File: config.mk
export PLATFORM = sky130hd
export DESIGN_NAME = utf8_stream_validator_flat
export DESIGN_NICKNAME = d
export VERILOG_FILES = /design/src/hw/rtl/u8sv_pkg.sv /design/src/hw/rtl/u8sv_if.sv /design/src/hw/rtl/u8sv_step.sv /design/src/hw/rtl/u8sv_out_stage.sv /design/src/hw/rtl/utf8_stream_validator.sv /design/src/flat_wrapper.sv
export SDC_FILE = /design/constraint.sdc
export NUM_CORES = 1
export LEC_CHECK = 0
export CORE_ASPECT_RATIO = 1.2
export CORE_MARGIN = 2
export CORE_UTILIZATION = 42
export DETAILED_ROUTE_END_ITERATION = 8
export DONT_BUFFER_PORTS = 1
export PLACE_DENSITY = 0.61
export SYNTH_ARGS = -nofsm -noshare
export SYNTH_HDL_FRONTEND = slang
export SYNTH_SLANG_ARGS = --single-unit
File: constraint.sdc
create_clock -name clk -period 4.3 [get_ports clk]
set_input_delay 1.29 -clock clk [delete_from_list [all_inputs] [get_ports clk]]
set_output_delay 1.29 -clock clk [all_outputs]
set_load 0.01 [all_outputs]
File: src/hw/rtl/u8sv_pkg.sv
// ----------------------------------------------------------------------------
// u8sv_pkg
// Types, constants and helpers shared by the UTF-8 stream validator.
// ----------------------------------------------------------------------------
package u8sv_pkg;

    // Configuration port
    localparam int CFG_IDX_W  = 1;
    localparam int CFG_DATA_W = 11;
    localparam int CFG_LEN_W  = 11;

    localparam logic [CFG_IDX_W-1:0] CFG_NAME_MODE = 1'b0;
    localparam logic [CFG_IDX_W-1:0] CFG_MAX_LEN   = 1'b1;

    localparam logic [CFG_LEN_W-1:0] MAX_LEN_RESET = 11'd256;

    // Byte and code point constants
    localparam logic [7:0]  BYTE_NUL   = 8'h00;
    localparam logic [7:0]  BYTE_DOT   = 8'h2E;
    localparam int          CP_W       = 21;
    localparam logic [20:0] CP_MIN_3B  = 21'h000800;
    localparam logic [20:0] CP_MIN_4B  = 21'h010000;
    localparam logic [20:0] CP_MAX     = 21'h10FFFF;
    localparam logic [20:0] CP_SURR_LO = 21'h00D800;
    localparam logic [20:0] CP_SURR_HI = 21'h00DFFF;

    // Sequence lengths, counted as continuation bytes
    localparam logic [1:0] SEQ_2B = 2'd1;
    localparam logic [1:0] SEQ_3B = 2'd2;
    localparam logic [1:0] SEQ_4B = 2'd3;

    typedef enum logic [3:0] {
        ERR_NONE      = 4'd0,
        ERR_EMPTY     = 4'd1,
        ERR_NUL       = 4'd2,
        ERR_LEAD      = 4'd3,
        ERR_CONT      = 4'd4,
        ERR_TRUNC     = 4'd5,
        ERR_OVERLONG  = 4'd6,
        ERR_SURROGATE = 4'd7,
        ERR_LARGE     = 4'd8,
        ERR_DOT       = 4'd9,
        ERR_LONG      = 4'd10
    } err_t;

    // Decoder state carried from beat to beat (byte count kept apart)
    typedef struct packed {
        logic [1:0]      pend;
        logic [1:0]      seqlen;
        logic [CP_W-1:0] acc;
        err_t            err;
    } dec_t;

    typedef struct packed {
        logic valid_res;
        err_t error_code;
    } verdict_t;

    localparam dec_t DEC_CLEAR = '{pend: 2'd0, seqlen: 2'd0, acc: '0, err: ERR_NONE};

    // Record an error: decoding stops, open sequence dropped
    function automatic dec_t dec_fail(input err_t code);
        dec_t d;
        d     = DEC_CLEAR;
        d.err = code;
        return d;
    endfunction

endpackage

File: src/hw/rtl/u8sv_if.sv
// ----------------------------------------------------------------------------
// u8sv_if
// Valid/ready channels: byte beats in, verdict beats out.
// ----------------------------------------------------------------------------
interface u8sv_byte_if;
    logic       valid;
    logic       ready;
    logic [7:0] data_byte;
    logic       has_byte;
    logic       last;

    modport source (output valid, output data_byte, output has_byte, output last,
                    input ready);
    modport sink   (input valid, input data_byte, input has_byte, input last,
                    output ready);
endinterface

interface u8sv_verdict_if #(parameter int CNT_W = 11);
    logic             valid;
    logic             ready;
    logic             valid_res;
    logic [3:0]       error_code;
    logic [CNT_W-1:0] byte_count;

    modport source (output valid, output valid_res, output error_code,
                    output byte_count, input ready);
    modport sink   (input valid, input valid_res, input error_code,
                    input byte_count, output ready);
endinterface

File: src/hw/rtl/u8sv_step.sv
// ----------------------------------------------------------------------------
// u8sv_step
// Per-beat decode: next decoder state, byte count and verdict.
// ----------------------------------------------------------------------------
module u8sv_step #(
    parameter int COUNT_LIMIT = 1024,
    parameter int CNT_W       = 11
) (
    input  logic [7:0]                   data_byte,
    input  logic                         has_byte,
    input  logic                         last,
    input  logic                         name_mode,
    input  logic [u8sv_pkg::CFG_LEN_W-1:0] max_name_length,
    input  u8sv_pkg::dec_t               cur,
    input  logic [CNT_W-1:0]             cur_count,
    output u8sv_pkg::dec_t               nxt,
    output logic [CNT_W-1:0]             nxt_count,
    output u8sv_pkg::verdict_t           res,
    output logic [CNT_W-1:0]             res_count
);

    localparam int CMP_W = (CNT_W > u8sv_pkg::CFG_LEN_W) ? CNT_W : u8sv_pkg::CFG_LEN_W;
    localparam logic [CNT_W-1:0] SAT_COUNT = CNT_W'(COUNT_LIMIT + 1);

    u8sv_pkg::dec_t            dec;
    logic [CNT_W-1:0]          cnt;
    logic [u8sv_pkg::CP_W-1:0] acc_sh;
    u8sv_pkg::err_t            verdict_err;

    assign acc_sh = {cur.acc[u8sv_pkg::CP_W-7:0], data_byte[5:0]};

    always_comb
    begin
        dec = cur;
        cnt = cur_count;
        if (has_byte)
        begin
            if (cnt < SAT_COUNT)
            begin
                cnt = cnt + 1'b1;
            end
            if (cur.err == u8sv_pkg::ERR_NONE)
            begin
                if (name_mode && (CMP_W'(cnt) > CMP_W'(max_name_length)))
                begin
                    dec = u8sv_pkg::dec_fail(u8sv_pkg::ERR_LONG);
                end
                else if (name_mode && (data_byte == u8sv_pkg::BYTE_DOT))
                begin
                    dec = u8sv_pkg::dec_fail(u8sv_pkg::ERR_DOT);
                end
                else if (cur.pend != 2'd0)
                begin
                    // continuation byte expected
                    if (data_byte[7:6] != 2'b10)
                    begin
                        dec = u8sv_pkg::dec_fail(u8sv_pkg::ERR_CONT);
                    end
                    else
                    begin
                        dec.acc  = acc_sh;
                        dec.pend = cur.pend - 2'd1;
                        if (cur.pend == 2'd1)
                        begin
                            if (((cur.seqlen == u8sv_pkg::SEQ_3B) &&
                                 (acc_sh < u8sv_pkg::CP_MIN_3B)) ||
                                ((cur.seqlen == u8sv_pkg::SEQ_4B) &&
                                 (acc_sh < u8sv_pkg::CP_MIN_4B)))
                            begin
                                dec = u8sv_pkg::dec_fail(u8sv_pkg::ERR_OVERLONG);
                            end
                            else if (acc_sh > u8sv_pkg::CP_MAX)
                            begin
                                dec = u8sv_pkg::dec_fail(u8sv_pkg::ERR_LARGE);
                            end
                            else if ((acc_sh >= u8sv_pkg::CP_SURR_LO) &&
                                     (acc_sh <= u8sv_pkg::CP_SURR_HI))
                            begin
                                dec = u8sv_pkg::dec_fail(u8sv_pkg::ERR_SURROGATE);
                            end
                            else
                            begin
                                dec.seqlen = 2'd0;
                                dec.acc    = '0;
                            end
                        end
                    end
                end
                else if (data_byte == u8sv_pkg::BYTE_NUL)
                begin
                    dec = u8sv_pkg::dec_fail(u8sv_pkg::ERR_NUL);
                end
                else if (data_byte[7] == 1'b0)
                begin
                    dec = cur;
                end
                else if (data_byte[7:5] == 3'b110)
                begin
                    // C0/C1 can only encode ASCII
                    if (data_byte[4:1] == 4'd0)
                    begin
                        dec = u8sv_pkg::dec_fail(u8sv_pkg::ERR_OVERLONG);
                    end
                    else
                    begin
                        dec.acc    = u8sv_pkg::CP_W'(data_byte[4:0]);
                        dec.pend   = 2'd1;
                        dec.seqlen = u8sv_pkg::SEQ_2B;
                    end
                end
                else if (data_byte[7:4] == 4'b1110)
                begin
                    dec.acc    = u8sv_pkg::CP_W'(data_byte[3:0]);
                    dec.pend   = 2'd2;
                    dec.seqlen = u8sv_pkg::SEQ_3B;
                end
                else if (data_byte[7:3] == 5'b11110)
                begin
                    dec.acc    = u8sv_pkg::CP_W'(data_byte[2:0]);
                    dec.pend   = 2'd3;
                    dec.seqlen = u8sv_pkg::SEQ_4B;
                end
                else
                begin
                    dec = u8sv_pkg::dec_fail(u8sv_pkg::ERR_LEAD);
                end
            end
        end

        verdict_err = dec.err;
        if ((verdict_err == u8sv_pkg::ERR_NONE) && (dec.pend != 2'd0))
        begin
            verdict_err = u8sv_pkg::ERR_TRUNC;
        end
        if ((verdict_err == u8sv_pkg::ERR_NONE) && (cnt == '0))
        begin
            verdict_err = u8sv_pkg::ERR_EMPTY;
        end
        res.valid_res  = (verdict_err == u8sv_pkg::ERR_NONE);
        res.error_code = verdict_err;
        res_count      = cnt;

        if (last)
        begin
            nxt       = u8sv_pkg::DEC_CLEAR;
            nxt_count = '0;
        end
        else
        begin
            nxt       = dec;
            nxt_count = cnt;
        end
    end

endmodule

File: src/hw/rtl/u8sv_out_stage.sv
// ----------------------------------------------------------------------------
// u8sv_out_stage
// Verdict register; holds a beat until the sink takes it.
// ----------------------------------------------------------------------------
module u8sv_out_stage #(
    parameter int CNT_W = 11
) (
    input  logic                 clk,
    input  logic                 rst_n,
    input  logic                 load,
    input  u8sv_pkg::verdict_t   res,
    input  logic [CNT_W-1:0]     res_count,
    output logic                 take_ready,
    u8sv_verdict_if.source       verdict
);

    logic               valid_reg;
    logic               valid_next;
    u8sv_pkg::verdict_t res_reg;
    logic [CNT_W-1:0]   count_reg;

    // a new beat may enter while the held one leaves
    assign take_ready = !valid_reg || verdict.ready;

    always_comb
    begin
        valid_next = valid_reg;
        if (load)
        begin
            valid_next = 1'b1;
        end
        else if (verdict.ready)
        begin
            valid_next = 1'b0;
        end
    end

    always_ff @(posedge clk or negedge rst_n)
    begin
        if (!rst_n)
        begin
            valid_reg <= 1'b0;
        end
        else
        begin
            valid_reg <= valid_next;
        end
    end

    always_ff @(posedge clk)
    begin
        if (load)
        begin
            res_reg   <= res;
            count_reg <= res_count;
        end
    end

    assign verdict.valid      = valid_reg;
    assign verdict.valid_res  = res_reg.valid_res;
    assign verdict.error_code = res_reg.error_code;
    assign verdict.byte_count = count_reg;

endmodule

File: src/hw/rtl/utf8_stream_validator.sv
// ----------------------------------------------------------------------------
// utf8_stream_validator: strict UTF-8 check of a byte stream, one byte a beat.
// Throughput one beat per cycle unless stalled; the verdict appears in the cycle after the last beat.
// Input stalls only while a verdict is held and the verdict side is not ready.
// Reset: stream state cleared, name_mode 0, max_name_length 256, no verdict held.
// ----------------------------------------------------------------------------
module utf8_stream_validator #(
    parameter int COUNT_LIMIT = 1024
) (
    input  logic                            clk,
    input  logic                            rst_n,
    input  logic                            cfg_we,
    input  logic [u8sv_pkg::CFG_IDX_W-1:0]  cfg_index,
    input  logic [u8sv_pkg::CFG_DATA_W-1:0] cfg_data,
    u8sv_byte_if.sink                       text,
    u8sv_verdict_if.source                  verdict
);

    // count width: enough for COUNT_LIMIT + 1
    localparam int CNT_W = $clog2(COUNT_LIMIT + 2);

    // Configuration registers. The user must write them only while idle, so each
    // byte sees the values current when it is accepted. The block does not enforce it.
    logic                           name_mode_reg;
    logic [u8sv_pkg::CFG_LEN_W-1:0] max_len_reg;

    always_ff @(posedge clk or negedge rst_n)
    begin
        if (!rst_n)
        begin
            name_mode_reg <= 1'b0;
            max_len_reg   <= u8sv_pkg::MAX_LEN_RESET;
        end
        else if (cfg_we)
        begin
            if (cfg_index == u8sv_pkg::CFG_NAME_MODE)
            begin
                name_mode_reg <= cfg_data[0];
            end
            if (cfg_index == u8sv_pkg::CFG_MAX_LEN)
            begin
                max_len_reg <= cfg_data[u8sv_pkg::CFG_LEN_W-1:0];
            end
        end
    end

    // Stream state: open sequence, partial code point, first error, count
    u8sv_pkg::dec_t     dec_reg;
    u8sv_pkg::dec_t     dec_next;
    logic [CNT_W-1:0]   count_reg;
    logic [CNT_W-1:0]   count_next;

    u8sv_pkg::verdict_t res;
    logic [CNT_W-1:0]   res_count;
    logic               take_ready;
    logic               accept;

    assign text.ready = take_ready;
    assign accept     = text.valid && take_ready;

    // Whole decode of one byte is a single pass of narrow logic
    u8sv_step #(
        .COUNT_LIMIT (COUNT_LIMIT),
        .CNT_W       (CNT_W)
    ) u_step (
        .data_byte       (text.data_byte),
        .has_byte        (text.has_byte),
        .last            (text.last),
        .name_mode       (name_mode_reg),
        .max_name_length (max_len_reg),
        .cur             (dec_reg),
        .cur_count       (count_reg),
        .nxt             (dec_next),
        .nxt_count       (count_next),
        .res             (res),
        .res_count       (res_count)
    );

    always_ff @(posedge clk or negedge rst_n)
    begin
        if (!rst_n)
        begin
            dec_reg   <= u8sv_pkg::DEC_CLEAR;
            count_reg <= '0;
        end
        else if (accept)
        begin
            dec_reg   <= dec_next;
            count_reg <= count_next;
        end
    end

    // Verdict beat registered on the last byte; input keeps flowing while
    // the sink drains it.
    u8sv_out_stage #(
        .CNT_W (CNT_W)
    ) u_out (
        .clk        (clk),
        .rst_n      (rst_n),
        .load       (accept && text.last),
        .res        (res),
        .res_count  (res_count),
        .take_ready (take_ready),
        .verdict    (verdict)
    );

endmodule
File: src/flat_wrapper.sv
// flat-port wrapper written by rule: the top's interface ports become plain ports
module utf8_stream_validator_flat 
#(
    parameter int COUNT_LIMIT = 1024
)
  (clk, rst_n, cfg_we, cfg_index, cfg_data, text_valid, text_data_byte, text_has_byte, text_last, text_ready, verdict_valid, verdict_valid_res, verdict_error_code, verdict_byte_count, verdict_ready);
  u8sv_byte_if text_i ();
  u8sv_verdict_if verdict_i ();
  input  logic clk;
  input  logic rst_n;
  input  logic cfg_we;
  input  logic [u8sv_pkg::CFG_IDX_W-1:0] cfg_index;
  input  logic [u8sv_pkg::CFG_DATA_W-1:0] cfg_data;
  input wire logic [$bits(text_i.valid)-1:0] text_valid;
  input wire logic [$bits(text_i.data_byte)-1:0] text_data_byte;
  input wire logic [$bits(text_i.has_byte)-1:0] text_has_byte;
  input wire logic [$bits(text_i.last)-1:0] text_last;
  output wire logic [$bits(text_i.ready)-1:0] text_ready;
  output wire logic [$bits(verdict_i.valid)-1:0] verdict_valid;
  output wire logic [$bits(verdict_i.valid_res)-1:0] verdict_valid_res;
  output wire logic [$bits(verdict_i.error_code)-1:0] verdict_error_code;
  output wire logic [$bits(verdict_i.byte_count)-1:0] verdict_byte_count;
  input wire logic [$bits(verdict_i.ready)-1:0] verdict_ready;
  assign text_i.valid = text_valid;
  assign text_i.data_byte = text_data_byte;
  assign text_i.has_byte = text_has_byte;
  assign text_i.last = text_last;
  assign text_ready = text_i.ready;
  assign verdict_valid = verdict_i.valid;
  assign verdict_valid_res = verdict_i.valid_res;
  assign verdict_error_code = verdict_i.error_code;
  assign verdict_byte_count = verdict_i.byte_count;
  assign verdict_i.ready = verdict_ready;
  utf8_stream_validator #(.COUNT_LIMIT(COUNT_LIMIT)) u_core (.clk(clk), .rst_n(rst_n), .cfg_we(cfg_we), .cfg_index(cfg_index), .cfg_data(cfg_data), .text(text_i), .verdict(verdict_i));
endmodule
==> results.toml, run 1 <==
[synthesis]
synth-seq-area-share_pct = 45.91
synth_nets = 402
synth_edf_count = 16
yosysUniqueCellTypes = 61
syn_inst = 361
ys_async_sr_fraction_pct = 74.60
yosysWarnings = 0
synth-seq-cells = 63
syn-cell-area_mm2 = 0.003611
synth_flop_cell = "dfrtp_1"
syn_area_per_cell_um2 = 10.00

[floorplan]
fp.dieH_um = 105.6
fp.dieW_um = 88.65
coreArea_mm2 = 0.008472
initial_utilization_pct = 42.62
row_count = 37
dieArea_mm2 = 0.009359
io_pins = 45

[global_route]
antenna_found_initial = 0
grt_pass1_wl_mm = 13.85
grt_max_degree = 48
overflow = 0
grt_util_all_layers_pct = 19.36
grt_pass1_vias = 2731

[final_layout]
largest_reg_flops = 23
multi_input_area_mm2 = 0.001767
antennaDiodeCount = 0
areaGrowthSynthToFinish_pct = 8.801
area.sequential_mm2 = 0.001658
fill_cells = 792
nets = 397
final_util_pct = 46.37
drive_above_1_share_pct = 12.19

[placed_design]
port_buffers = 0
hpwl_mm = 6.159
place_congestion = 0.8873

[timing]
fmax_ghz = 0.2567
finalMaxSlewViolations = 0
worst_pin_slew_ns = 0.6091
setup_viol = 0
hold_slack_ns = 0.4868
finClkSkew_ns = 0.01084
setup_tns_ns = 0
finalHoldViolations = 0
period_minus_slack_ns = 3.895
rsz0062_at_grt = "false"
period_share_pct = 90.58
max_slew_margin_pct = 59.35

[power_and_ir_drop]
swShare_pct = 25.00
ir_drop_mv = 0.1937
p_comb_share_pct = 13.8
p_switching_w = 0.0003712
powerDensity_mw_per_mm2 = 377.9
power.leakage_nw = 1.717
p_int_w = 0.001114
clkPwrFrac_pct = 39.8
seqPwrFrac_pct = 46.5

[status]
status = "finished clean"

[setup_path]
required_ns = 4.57
cp_cell_sequence = "or4_4 -> o41ai_4 -> nand2_1 -> xnor2_1 -> ha_1 -> o211ai_1 -> a21oi_1 -> o41ai_1 -> a21oi_1 -> nor3_1 -> or4b_2 -> o21ai_0"
setup.worst_path.start_class = "flop"
endpoint_kind = "flop"
cpMostUsedCell = "a21oi_1"
cp.arrival_ns = 4.17
slowest_stage = "or4b_2"
cp_max_fo = 9
crit_type = "reg -> reg"
max_stage_delay_ns = 0.61

[clocking]
numCtsBuffers = 9
clock_path_buffers = 2
hold_buffers = 0
cts_root_buffer = "clkbuf_8"
htree_levels = 3
cts_tree = "built"
clkTransAtPathRegs_ns = 0.07
cts_sinks = 63
cts_setup_buffers = 0
insertion_delay_ns = 0.35
ctsResizeCount = 0

[drt]
wl_met3_um = 229
wl_met2_mm = 4.324
top_layer_used = "met4"
viasPerCell = 5.600
drt_iter0_drc = 149
avgRoutedWirePerCell_um = 17.26
antenna_left = 0
met1Wirelength_mm = 3.544
drc = 0
vias = 2677
drtPass1Iterations = 5
routed_wl_mm = 8.248

[min_path]
worstHoldPathType = "reg -> reg"

[flow_run]
cap_violations = 0
==> cell usage after synthesis (11+ instances only) <==
cell	count	area, um^2
mux2_2	13	146.4
nand2_1	29	108.9
ha_1	14	175.2
a22o_1	17	148.9
inv_1	26	97.59
a21oi_1	14	70.07
nor2_1	19	71.32
dfrtp_1	46	1151
nand4_1	11	68.82
edfxtp_1	16	480.5
clkbuf_1	12	45.04
o21ai_0	23	115.1
==> layout by cell type (no fill, tap or decap), drive strengths merged, types with 11 or more instances in the layout <==
cell    count
mux2       13
nand4      11
inv        26
a21oi      14
o21ai      24
clkbuf     15
ha         14
nand2      29
nor2       19
dfrtp      46
a22o       17
edfxtp     16
==> layout make-up <==
class / instances / area share, %
well taps: 117 / 3.726
inverters: 26 / 2.484
flip-flops and latches: 63 / 42.20
multi-input cells: 253 / 44.97
clock inverters: 1 / 0.7643
clock buffers: 15 / 5.287
repair buffers: 3 / 0.5732
==> worst paths after layout <==
| path | from | to | slack [ns] | cells past startpoint |
|---|---|---|---|---|
| max in group asynchronous | rst_n | u_core.max_len_reg[8] | 3.47 | 0 |
| min | u_core.dec_reg[28] | u_core.dec_reg[28] | 0.49 | 2 |
| min in group asynchronous | rst_n | u_core.dec_reg[12] | 0.64 | 0 |
| max reg2reg | u_core.count_reg[0] | u_core.dec_reg[26] | 0.41 | 12 |
| min reg2reg | u_core.dec_reg[28] | u_core.dec_reg[28] | 0.49 | 2 |
| max | u_core.count_reg[0] | u_core.dec_reg[26] | 0.41 | 12 |
==> kinds of logic after synthesis <==
group | count (synthesis) | synth area share [%]
buf+inv | 45 | 5.163
fa+ha+maj | 14 | 4.851
mux | 14 | 4.331
simple gates | 112 | 16.81
compound gates | 96 | 18.81
xor+xnor | 17 | 4.123
flops | 63 | 45.91
==> layer usage <==
layer  global-route usage, %  up-vias
met1                   24.36     1299
met3                   4.699       12
met2                   31.98       52
li1                        -     1314
met5                       0        -
met4                   6.710        0
==> power groups by stage <==
stage | Sequential, W | Clock (W) | Combinational, W
final | 0.000690 | 0.000590 | 0.000204
after global routing | 0.000696 | 0.000626 | 0.000233
after CTS | 0.000691 | 0.000606 | 0.000205
after detailed placement | 0.000703 | 0 | 0.000204
after global placement | 0.000702 | 0 | 0.000201
after floorplan | 0.000690 | 0 | 0.000172
==> metrics by stage <==
step / worst slack (ns) / total power, W / instance area [um^2] / instances
2_1_floorplan: 0.6585 / 0.0008625 / 3611 / 361
3_3_place_gp: 0.5311 / 0.0009026 / 3691 / 462
3_5_place_dp: 0.4294 / 0.0009066 / 3691 / 462
4_1_cts: 0.4253 / 0.001501 / 3929 / 478
5_1_grt: 0.1184 / 0.001556 / 3929 / 478
6_report: 0.4050 / 0.001485 / 3929 / 478
==> worst max-delay path: cells and delay by family, from the launching register on <==
family | cells | cell delay (ns)
compound gates | 6 | 1.28
xor+xnor | 1 | 0.18
fa+ha+maj | 1 | 0.26
flops | 1 | 0.49
simple gates | 4 | 1.60
No activity file was read; power rests on OpenSTA's default activity.
==> run 2, diff against run 1 <==
--- a/config.mk
+++ b/config.mk
@@ -5,7 +5,6 @@
 export SDC_FILE = /design/constraint.sdc
 export NUM_CORES = 1
 export LEC_CHECK = 0
-export CORE_ASPECT_RATIO = 1.2
 export CORE_MARGIN = 2
 export CORE_UTILIZATION = 42
 export DETAILED_ROUTE_END_ITERATION = 8
==> results.toml, run 2 (synthesized netlist as in run 1, its figures left out) <==
[clocking]
hold_buffers = 0
numCtsBuffers = 9
insertion_delay_ns = 0.35
cts_tree = "built"
htree_levels = 3
clkTransAtPathRegs_ns = 0.08
clock_path_buffers = 2
cts_setup_buffers = 0
ctsResizeCount = 0
cts_root_buffer = "clkbuf_8"
cts_sinks = 63

[setup_path]
r2r_end = "u_core.dec_reg[26]"
rrSetupSlack_ns = 0.34
cp_cell_sequence = "or4_4 -> o41ai_4 -> nand2_1 -> xnor2_1 -> ha_1 -> o211ai_1 -> a21oi_1 -> o41ai_1 -> a21oi_1 -> nor3_1 -> or4b_2 -> o21ai_0"
worst_r2r_path_depth = 12
cp.arrival_ns = 4.24
endpoint_kind = "flop"
required_ns = 4.58
setup.worst_path.start_class = "flop"
slowest_stage = "or4_4"
cpMostUsedCell = "a21oi_1"
r2r_start = "u_core.count_reg[0]"
max_stage_delay_ns = 0.59
crit_start = "u_core.count_reg[0]"
cp_max_fo = 9
crit_type = "reg -> reg"

[placed_design]
placed_area_mm2 = 0.003676
place_congestion = 0.9105
hpwl_mm = 5.991
port_buffers = 0

[drt]
routed_wl_mm = 8.148
vias = 2693
drc = 0
antenna_left = 0
viasPerCell = 5.779
avgRoutedWirePerCell_um = 17.48
drtPass1Iterations = 4
drt_iter0_drc = 120

[min_path]
min_path_cells = 1
worstHoldPathType = "reg -> reg"
whs_endpoint = "u_core.dec_reg[15]"
min_from = "u_core.dec_reg[15]"

[global_route]
grt_max_degree = 48
top_usage_layer = "met2"
met3_usage_pct = 4.697
grt_util_met2_pct = 27.03
grt_util_met1_pct = 24.94
antenna_found_initial = 0
grt_pass1_wl_mm = 13.54
overflow = 0
grt_pass1_vias = 2623
grt_util_all_layers_pct = 17.98

[timing]
rsz0062_at_grt = "false"
fmax_ghz = 0.2525
finalMaxSlewViolations = 0
finalHoldViolations = 0
max_slew_margin_pct = 59.52
period_minus_slack_ns = 3.960
finClkSkew_ns = 0.01366
period_share_pct = 92.10
worst_pin_slew_ns = 0.6066
setup_viol = 0
setup_tns_ns = 0

[final_layout]
antennaDiodeCount = 0
final_cell_mix = "dfrtp_1 (46), nand2_1 (29), inv_1 (26)"
final_area_mm2 = 0.003896
nets = 397
final_common_cell = "dfrtp_1"
fill_cells = 802
area.sequential_mm2 = 0.001658
multi_input_area_mm2 = 0.001767
areaGrowthSynthToFinish_pct = 7.900
drive_above_1_share_pct = 12.47
largest_reg_flops = 23

[status]
status = "finished clean"

[power_and_ir_drop]
powerDensity_mw_per_mm2 = 375.9
power.leakage_nw = 1.698
ir_drop_mv = 0.2426

[floorplan]
coreArea_mm2 = 0.008258
fp.dieW_um = 96.72
initial_utilization_pct = 43.73
fp.dieH_um = 96.72
io_pins = 45
row_count = 33
dieArea_mm2 = 0.009355

[flow_run]
cap_violations = 0
==> run 2: cell types whose count changed in the layout (fill, tap and decap cells not counted), sizes merged <==
cell	delta
bufinv	+1
clkbuf	-6
clkinv	+1
clkinvlp	+3
inv	+1
==> run 2: cell type report <==
type,instances,share of cell area (%)
multi-input combinational,253,45.34
sequential,63,42.55
tap,105,3.372
clock buffer,9,3.179
inverter,26,2.505
clock inverter,7,2.473
timing repair buffer,3,0.5780
==> run 2: worst max path at each step <==
stage	cells after the start	endpoint	slack [ns]
detailed placement	12	u_core.dec_reg[26]	0.35
global placement	11	u_core.dec_reg[26]	0.48
floorplan	12	u_core.dec_reg[26]	0.66
global route	12	u_core.dec_reg[26]	0.13
CTS	12	u_core.dec_reg[26]	0.35
finish	12	u_core.dec_reg[26]	0.34
==> run 2: per-stage QoR <==
step                hold WS (ns)  util [%]  worst slack [ns]  total power (W)  std cells
floorplan                 0.4498         -            0.6585        0.0008625        361
global placement          0.4747     44.52            0.4754        0.0009005        450
detailed placement        0.4886     44.52            0.3492        0.0009044        450
CTS                       0.5105     47.18            0.3462         0.001479        466
global route              0.5257     47.18            0.1260         0.001545        466
finish                    0.5050     47.18            0.3395         0.001465        466
==> run 2: per-layer routing <==
layer | vias up | routed length [um]
met2 | 68 | 3730
met3 | 10 | 353
met1 | 1288 | 3952
li1 | 1327 | -
met5 | - | 0
met4 | 0 | 110
==> run 2: where the power goes <==
part / leakage [nW] / switching (W) / total, W / internal, W
Combinational: 0.822 / 0.000114 / 0.000203 / 0.0000891
Clock: 0.102 / 0.000245 / 0.000572 / 0.000327
Sequential: 0.774 / 0.0000327 / 0.000690 / 0.000657
Total: 1.70 / 0.000392 / 0.00146 / 0.00107
==> run 2: worst max-delay path, delay by kind of cell, from the launching register on <==
| family | cells | cell delay [ns] |
|---|---|---|
| DFF | 1 | 0.49 |
| adders and majority gates | 1 | 0.27 |
| xor gates and xnor gates | 1 | 0.18 |
| AOI/OAI and AO/OA | 6 | 1.39 |
| and+or+nand+nor | 4 | 1.57 |
